<file path="config.mk">
export PLATFORM = sky130hd
export DESIGN_NAME = clock_shadow_page_set_core
export DESIGN_NICKNAME = d
export VERILOG_FILES = /design/src/rtl/core/csps_pkg.sv /design/src/rtl/core/clock_shadow_page_set_core.sv /design/src/rtl/core/csps_cell.sv
export SDC_FILE = /design/constraint.sdc
export NUM_CORES = 1
export LEC_CHECK = 0
export ABC_CLOCK_PERIOD_IN_PS = 3600
export BUFFER_PORTS_ARGS = -buffer_cell sky130_fd_sc_hd__buf_4
export CAP_MARGIN = 10
export CORE_ASPECT_RATIO = 1.75
export CORE_MARGIN = 2
export CORE_UTILIZATION = 30
export CTS_BUF_LIST = sky130_fd_sc_hd__clkbuf_16
export CTS_CLUSTER_SIZE = 10
export DETAILED_ROUTE_END_ITERATION = 12
export SLEW_MARGIN = 5
export SYNTH_ARGS = -nofsm -noshare
export SYNTH_HDL_FRONTEND = slang
export SYNTH_SLANG_ARGS = --single-unit
</file>
<file path="constraint.sdc">
create_clock -name clk -period 3.6 [get_ports clk]
set_input_delay 0.72 -clock clk [delete_from_list [all_inputs] [get_ports clk]]
set_output_delay 0.72 -clock clk [all_outputs]
set_load 0.1 [all_outputs]
</file>
<file path="src/rtl/core/csps_pkg.sv">
// csps_pkg: shared types and constants for the clock shadow page set.
// No dependencies; used by csps_cell and clock_shadow_page_set_core.
`default_nettype none
package csps_pkg;

    localparam int PAGE_OFS_W = 48;
    localparam int HIT_W      = 16;
    localparam int ACTION_W   = 2;

    localparam logic [ACTION_W-1:0] ACT_ADD    = 2'd0;
    localparam logic [ACTION_W-1:0] ACT_SEARCH = 2'd1;
    localparam logic [ACTION_W-1:0] ACT_HALVE  = 2'd2;

    // Per-cell update strobes, one set per slot.
    typedef struct packed {
        logic wr;       // load new record, referenced bit cleared
        logic clr_ref;  // clock hand passed over this slot
        logic set_ref;  // search hit on this slot
        logic halve;    // scale-down of the hit count
    } cell_ctrl_t;

endpackage
`default_nettype wire

</file>
<file path="src/rtl/core/clock_shadow_page_set_core.sv">
// clock_shadow_page_set_core: clock (second chance) page set built as a row
// of csps_cell slots. Depends on csps_pkg and csps_cell.
//
//  channel | signals                                   | dir
//  --------+-------------------------------------------+-----
//  in      | in_valid, in_ready, action, page_offset,  | in
//          | hit_count                                 |
//  out     | out_valid, out_ready, found, found_offset,| out
//          | found_hits                                |
//
// Flow: a transfer is captured into the input registers, then the slot
// compare, the priority chain through the cells and the clock hand victim
// pick run on the registered item; one item executes at a time, and a second
// can be captured while the first one's result waits.
// Reset: referenced bits, fill count, clock hand and handshake state clear;
// record payload is undefined until written.
// Stalls: the result sits in an output register; the next item is taken
// while it waits, and only execution holds until that register is free.
`default_nettype none
module clock_shadow_page_set_core #(
    parameter int SET_ENTRIES = 8,
    parameter int OFFSET_BITS = 48
) (
    input  wire logic                                clk,
    input  wire logic                                rst_n,
    input  wire logic                                in_valid,
    output logic                                     in_ready,
    input  wire logic [csps_pkg::ACTION_W-1:0]       action,
    input  wire logic [csps_pkg::PAGE_OFS_W-1:0]     page_offset,
    input  wire logic [csps_pkg::HIT_W-1:0]          hit_count,
    output logic                                     out_valid,
    input  wire logic                                out_ready,
    output logic                                     found,
    output logic [csps_pkg::PAGE_OFS_W-1:0]          found_offset,
    output logic [csps_pkg::HIT_W-1:0]               found_hits
);

    localparam int N  = SET_ENTRIES;
    // Stored offset width: input field is 48 bits, so upper bits beyond it are zero.
    localparam int KB = (OFFSET_BITS < csps_pkg::PAGE_OFS_W) ? OFFSET_BITS
                                                               : csps_pkg::PAGE_OFS_W;
    localparam int HW = (N > 1) ? $clog2(N) : 1;
    localparam int CW = $clog2(N + 1);

    // ---------------------------------------------------------------- control
    logic                          busy_reg, busy_next;
    logic [csps_pkg::ACTION_W-1:0] act_reg;
    logic [KB-1:0]                 key_reg;
    logic [csps_pkg::HIT_W-1:0]    hin_reg;
    logic [CW-1:0]                 used_reg, used_next;
    logic [HW-1:0]                 hand_reg, hand_next;
    logic                          out_valid_reg, out_valid_next;
    logic                          out_found_reg;
    logic [KB-1:0]                 out_ofs_reg;
    logic [csps_pkg::HIT_W-1:0]    out_hits_reg;

    logic in_xfer, exec, full;
    logic is_add, is_search, is_halve;

    assign in_ready  = !busy_reg;
    assign in_xfer   = in_valid && in_ready;
    // Execute once the output register is empty or draining this cycle.
    assign exec      = busy_reg && (!out_valid_reg || out_ready);
    assign full      = (used_reg == CW'(N));
    assign is_add    = (act_reg == csps_pkg::ACT_ADD);
    assign is_search = (act_reg == csps_pkg::ACT_SEARCH);
    assign is_halve  = (act_reg == csps_pkg::ACT_HALVE);

    // ---------------------------------------------------------------- cells
    csps_pkg::cell_ctrl_t          ctrl [N];
    logic [N:0]                    prior;
    logic [N-1:0]                  sel_vec, ref_vec, used_vec;
    logic [KB-1:0]                 cell_ofs  [N];
    logic [csps_pkg::HIT_W-1:0]    cell_hits [N];

    assign prior[0] = 1'b0;

    for (genvar g = 0; g < N; g++)
    begin : g_cell
        assign used_vec[g] = (CW'(g) < used_reg);

        csps_cell #(
            .OFS_W(KB)
        ) u_cell (
            .clk       (clk),
            .rst_n     (rst_n),
            .used      (used_vec[g]),
            .ctrl      (ctrl[g]),
            .key       (key_reg),
            .new_hits  (hin_reg),
            .prior_in  (prior[g]),
            .prior_out (prior[g+1]),
            .sel       (sel_vec[g]),
            .ref_bit   (ref_vec[g]),
            .ofs       (cell_ofs[g]),
            .hits      (cell_hits[g])
        );
    end

    // ---------------------------------------------------------------- victim
    // Hand advances before each look: first candidate is the slot after it.
    // Pick the first unreferenced slot above the hand, else the first from
    // slot 0; the slots skipped on the way lose their referenced bit.
    logic [N-1:0]  above, unref, cand_hi, pick, victim, clear_vec;
    logic [HW-1:0] hand_inc, victim_idx;
    logic          hi_hit, any_unref;

    assign hand_inc = (hand_reg == HW'(N - 1)) ? '0 : hand_reg + 1'b1;

    always_comb
    begin
        for (int i = 0; i < N; i++)
            above[i] = (HW'(i) > hand_reg);
    end

    assign unref     = ~ref_vec;
    assign cand_hi   = unref & above;
    assign hi_hit    = |cand_hi;
    assign any_unref = |unref;
    assign pick      = hi_hit ? cand_hi : unref;

    always_comb
    begin
        if (!any_unref)
        begin
            // Every slot referenced: one full turn clears all, slot after hand.
            victim    = N'(1) << hand_inc;
            clear_vec = '1;
        end
        else
        begin
            victim    = pick & (~pick + 1'b1);
            clear_vec = hi_hit ? (above & (victim - 1'b1))
                               : (above | (victim - 1'b1));
        end
    end

    always_comb
    begin
        victim_idx = '0;
        for (int i = 0; i < N; i++)
            if (victim[i])
                victim_idx = victim_idx | HW'(i);
    end

    // ---------------------------------------------------------------- cell strobes
    always_comb
    begin
        for (int i = 0; i < N; i++)
        begin
            ctrl[i].wr      = exec && is_add && (full ? victim[i] : (used_reg == CW'(i)));
            ctrl[i].clr_ref = exec && is_add && full && clear_vec[i];
            ctrl[i].set_ref = exec && is_search && sel_vec[i];
            ctrl[i].halve   = exec && is_halve && used_vec[i];
        end
    end

    // ---------------------------------------------------------------- result mux
    logic [KB-1:0]              sel_ofs;
    logic [csps_pkg::HIT_W-1:0] sel_hits;
    logic                       hit_any;

    assign hit_any = is_search && prior[N];

    always_comb
    begin
        sel_ofs  = '0;
        sel_hits = '0;
        for (int i = 0; i < N; i++)
        begin
            sel_ofs  = sel_ofs  | (cell_ofs[i]  & {KB{sel_vec[i]}});
            sel_hits = sel_hits | (cell_hits[i] & {csps_pkg::HIT_W{sel_vec[i]}});
        end
    end

    // ---------------------------------------------------------------- next state
    always_comb
    begin
        busy_next      = busy_reg;
        used_next      = used_reg;
        hand_next      = hand_reg;
        out_valid_next = out_valid_reg;

        if (out_valid_reg && out_ready)
            out_valid_next = 1'b0;
        if (exec)
        begin
            busy_next      = 1'b0;
            out_valid_next = 1'b1;
            if (is_add)
            begin
                if (full)
                    hand_next = victim_idx;
                else
                    used_next = used_reg + 1'b1;
            end
        end
        if (in_xfer)
            busy_next = 1'b1;
    end

    always_ff @(posedge clk or negedge rst_n)
    begin
        if (!rst_n)
        begin
            busy_reg      <= 1'b0;
            used_reg      <= '0;
            hand_reg      <= '0;
            out_valid_reg <= 1'b0;
        end
        else
        begin
            busy_reg      <= busy_next;
            used_reg      <= used_next;
            hand_reg      <= hand_next;
            out_valid_reg <= out_valid_next;
        end
    end

    // Payload registers: capture on transfer, result on execute.
    always_ff @(posedge clk)
    begin
        if (in_xfer)
        begin
            act_reg <= action;
            key_reg <= page_offset[KB-1:0];
            hin_reg <= hit_count;
        end
        if (exec)
        begin
            out_found_reg <= hit_any;
            out_ofs_reg   <= hit_any ? sel_ofs  : '0;
            out_hits_reg  <= hit_any ? sel_hits : '0;
        end
    end

    always_comb
    begin
        found_offset           = '0;
        found_offset[KB-1:0]   = out_ofs_reg;
    end

    assign out_valid  = out_valid_reg;
    assign found      = out_found_reg;
    assign found_hits = out_hits_reg;

    // ---------------------------------------------------------------- checks
    a_used_bound: assert property (@(posedge clk) disable iff (!rst_n)
        used_reg <= CW'(N))
        else $error("fill count beyond set size");

    a_hand_bound: assert property (@(posedge clk) disable iff (!rst_n)
        hand_reg <= HW'(N - 1))
        else $error("clock hand out of range");

    a_evict_clear: assert property (@(posedge clk) disable iff (!rst_n)
        exec && is_add && full |=> !ref_vec[hand_reg])
        else $error("evicted slot left referenced");

    a_miss_zero: assert property (@(posedge clk) disable iff (!rst_n)
        out_valid_reg && !out_found_reg |-> out_ofs_reg == '0 && out_hits_reg == '0)
        else $error("miss result carries data");

    a_one_sel: assert property (@(posedge clk) disable iff (!rst_n)
        $onehot0(sel_vec) && (prior[N] == (|sel_vec)))
        else $error("priority chain selected more than one slot");

endmodule
`default_nettype wire

</file>
<file path="src/rtl/core/csps_cell.sv">
// csps_cell: one page record slot of the set, with its local offset compare
// and priority link to the next slot. Depends on csps_pkg.
`default_nettype none
module csps_cell #(
    parameter int OFS_W = 48
) (
    input  wire logic                     clk,
    input  wire logic                     rst_n,
    input  wire logic                     used,
    input  wire csps_pkg::cell_ctrl_t     ctrl,
    input  wire logic [OFS_W-1:0]         key,
    input  wire logic [csps_pkg::HIT_W-1:0] new_hits,
    input  wire logic                     prior_in,
    output logic                          prior_out,
    output logic                          sel,
    output logic                          ref_bit,
    output logic [OFS_W-1:0]              ofs,
    output logic [csps_pkg::HIT_W-1:0]    hits
);

    logic [OFS_W-1:0]           ofs_reg, ofs_next;
    logic [csps_pkg::HIT_W-1:0] hits_reg, hits_next;
    logic                       ref_reg, ref_next;
    logic                       match;

    assign match     = used && (ofs_reg == key);
    assign sel       = match && !prior_in;     // lowest matching slot wins
    assign prior_out = prior_in || match;

    always_comb
    begin
        ofs_next  = ofs_reg;
        hits_next = hits_reg;
        if (ctrl.wr)
        begin
            ofs_next  = key;
            hits_next = new_hits;
        end
        else if (ctrl.halve)
        begin
            hits_next = hits_reg >> 1;
        end
    end

    always_comb
    begin
        priority if (ctrl.wr || ctrl.clr_ref)
            ref_next = 1'b0;
        else if (ctrl.set_ref)
            ref_next = 1'b1;
        else
            ref_next = ref_reg;
    end

    always_ff @(posedge clk)
    begin
        ofs_reg  <= ofs_next;
        hits_reg <= hits_next;
    end

    always_ff @(posedge clk or negedge rst_n)
    begin
        if (!rst_n)
            ref_reg <= 1'b0;
        else
            ref_reg <= ref_next;
    end

    assign ref_bit = ref_reg;
    assign ofs     = ofs_reg;
    assign hits    = hits_reg;

endmodule
`default_nettype wire

</file>
==> metrics <==
critical path fanouts, max 14; port bufs 136; vias per cell 5.44; RD Place Congestion 0.998; Clk pin slew, worst setup/hold paths 60 ps; CP max-delay cell nor4b_4; Synth Area in XOR/XNOR 10.2%; H-Tree Depth 3; largest net degree at the start of global routing 49; CORE AREA 107,000 µm²; initial core utilization about 30%; complex-gate fraction of the synthesized area under 10%; P&R area growth vs syn 27.9%; Reg area 19,700 µm²; root cell of the clock tree clkbuf_16; Total Power about 24,000 µW; CTS tree built; largest family of logic cells by synthesized area XOR/XNOR gates; Req. time, crit path 4090 ps; Post-DP HPWL 101,000 µm; Setup violations, final 0; internal power 15,400 µW; Die Span Y 437 µm; ys async rst share ~2.6%; DRT iter0 DRCs 2,381; syn_area_per_cell approximately 13 µm²; max reg flops 384; TritonCTS Buffers 77; GR Overflow Total 0; worst hold slack roughly 210 ps; vias in the first global route 24,100; layout cells sized above 1 29.7%; Net Switching 8640 µW; skew final 36.3 ps; worst skew pair latency 690 ps; Post-synth EDFFs 643; most frequent cell after synthesis edfxtp_1; Sw Ratio a little over a third; CP endpoint kind register; Clk pwr share between 20% and 30%; final hold violation count 0; clock tree buffer depth 3; Worst VDD drop 0.368 mV; Pins Over Slew Limit 0; GRT Total Usage ~25%; Max stage delay on crit path ~550 ps; Tmin final 3560 ps; Final #Nets 3,042; wire length per cell roughly 31 µm; DRT antenna net count 0; Max-slew headroom slightly above 40%; Synth area leaders edfxtp_1 60%, xor2_1 8.0%, mux2_2 3.7%; status finished clean; Die X 252 µm; Post-Synth Adder-Cell Area less than 1%; initial antenna violation count 4; Post-Syn Nets 2,557; die area 110,000 µm²; Yosys top cell by area edfxtp_1; Setup Crit Path Kind reg -> reg; CP arrival 4050 ps; Synth Flop Type edfxtp_1; drt first pass iters 6; kind of start point of the critical path register; clock sink count 660; power per standard cell area 583 nW/µm²; Simple-Gate Fraction of Synth Area a little under a tenth; Commonest cells post-synth 643 x edfxtp_1, 293 x xor2_1, 157 x nand2_1, 107 x mux2_2, 103 x clkbuf_1; multi-input logic area 11,800 µm²; DRC errors left 0; Fill cells 10,100; Netlist cell types 76; area share of the largest cell type after synthesis 60.0%; Vias 23,700; #FFs+latches synth 660; MaxCap Viol Count 0; placement row count 159; Tcrit/Tclk final just under 100%; critical-path cell list buf_4 > xor2_1 > nor4_2 > buf_4 > nand4_1 > nor4_4 > nand4_1 > nor4b_4 > buf_12 > buf_4 > nand2_1 > a31oi_1; first-pass GRT wire length approximately 190,000 µm; Hold Path Class in -> reg; share of power burned in registers 42.2%; Fmax 281 MHz; I/O pin cnt 137; Worst Tran Pin Value between 800 and 900 ps; Most common cell on crit path buf_4; Seq/Total Area, Yosys between 60% and 70%; Post-Synthesis Cells approximately 2,500; netlist area before placement 32,200 µm²; combinational share of power ~28%; leak pwr 0.0151 µW; RSZ-0062 raised after global routing yes; Syn. warnings 0; post-synthesis mux area share 6.41%; total routed wirelength about 140,000 µm
==> worst paths after layout <==
| kind | cells past startpoint | from | slack, ps | endpoint |
|---|---|---|---|---|
| worst max-delay path | 12 | key_reg[47] | 40 | found_offset[31] |
| worst min-delay path | 1 | page_offset[19] | 210 | key_reg[19] |
| worst max register to register | 12 | key_reg[47] | 40 | found_offset[31] |
| worst min register to register | 2 | out_valid | 530 | out_valid |
| max in group asynchronous | 2 | rst_n | 2880 | hand_reg[0] |
| min in group asynchronous | 2 | rst_n | 470 | out_valid |
==> cell usage in the layout (no fill, tap or decap), drive strengths merged, types with 3 or more instances in the layout <==
master    count
nor3         21
edfxtp      643
a31o          3
xnor2        82
ha            7
or3           5
mux2        121
nand2b        4
or4           4
o22ai         4
mux2i        65
buf         582
nor2b         6
and2         69
a21oi        85
a21o          4
clkinvlp      4
dfrtp        17
xor2        293
nor4         82
nand3        81
nor2         33
inv         101
a31oi        68
o221a         3
o21a          5
nand2       157
nand4        35
and3         66
o21ai        79
a211oi        4
clkinv       10
a221oi       65
o211ai       65
clkbuf       80
==> timing repair <==
action                                  in CTS  in global routing
pin swaps                                    1                 11
hold buffers                                 1                  0
gates resized for setup                     37                 46
setup buffers                                8                 21
cloned                                       0                  1
endpoints found under the setup margin      93                226
hold endpoints to repair                    17                  0
==> kinds of logic (layout without fill, tap and decap cells) <==
group                    Yosys count  count (layout)
AO/OA/AOI/OAI                    413             413
other                              0               2
adder cells (fa/ha/maj)            8               8
flip-flops                       660             660
XOR/XNOR                         375             375
multiplexers                     186             186
buffers and inverters            269             778
AND/OR/NAND/NOR                  569             569
==> through the flow <==
stage | area [µm²] | worst slack (ps) | TNS (ps) | util, % | cells
2_1_floorplan | 32300 | -130 | -9500 | - | 2480
3_3_place_gp | 38300 | -649 | -34400 | 35.8 | 4222
3_5_place_dp | 38300 | -664 | -29260 | 35.8 | 4223
4_1_cts | 40700 | -2.10 | -2.10 | 38.1 | 4335
5_1_grt | 41200 | -13.2 | -22.0 | 38.5 | 4358
6_report | 41200 | 35.7 | 0 | 38.5 | 4359
==> power by group through the flow <==
stage / logic, µW / registers (µW) / clock network (µW)
3_3_place_gp: 6450 / 10300 / 0
3_5_place_dp: 6460 / 10300 / 0
2_1_floorplan: 1910 / 11600 / 0
5_1_grt: 6840 / 10200 / 7520
4_1_cts: 6560 / 10100 / 7270
6_report: 6720 / 10100 / 7160
==> cell type report <==
| cell class | instances | area share [%] |
|---|---|---|
| clock inverter | 24 | 0.404 |
| sequential | 660 | 47.9 |
| antenna | 2 | 0.0122 |
| inverter | 91 | 0.869 |
| timing repair buffer | 584 | 13.1 |
| tap | 1368 | 4.16 |
| clock buffer | 79 | 4.80 |
| multi-input combinational | 1551 | 28.7 |
==> metal layers <==
| metal | routed length [µm] | GRT usage [%] | up-vias | part of all wire [%] |
|---|---|---|---|---|
| met3 | 7450 | 3.50 | 388 | 5.4 |
| met2 | 68800 | 43.3 | 1096 | 50 |
| met4 | 14600 | 20.7 | 0 | 11 |
| met5 | 0 | 0 | - | 0 |
| li1 | - | - | 10200 | - |
| met1 | 46400 | 25.7 | 12000 | 34 |
==> critical path: cells and delay by family, from the launching register on <==
kind,cells,cell delay [ps]
AO/OA/AOI/OAI,1,230
AND/OR/NAND/NOR,6,1550
flip-flops,1,480
buffers and inverters,4,780
XOR/XNOR,1,290
(Power assumes the default switching activity.)
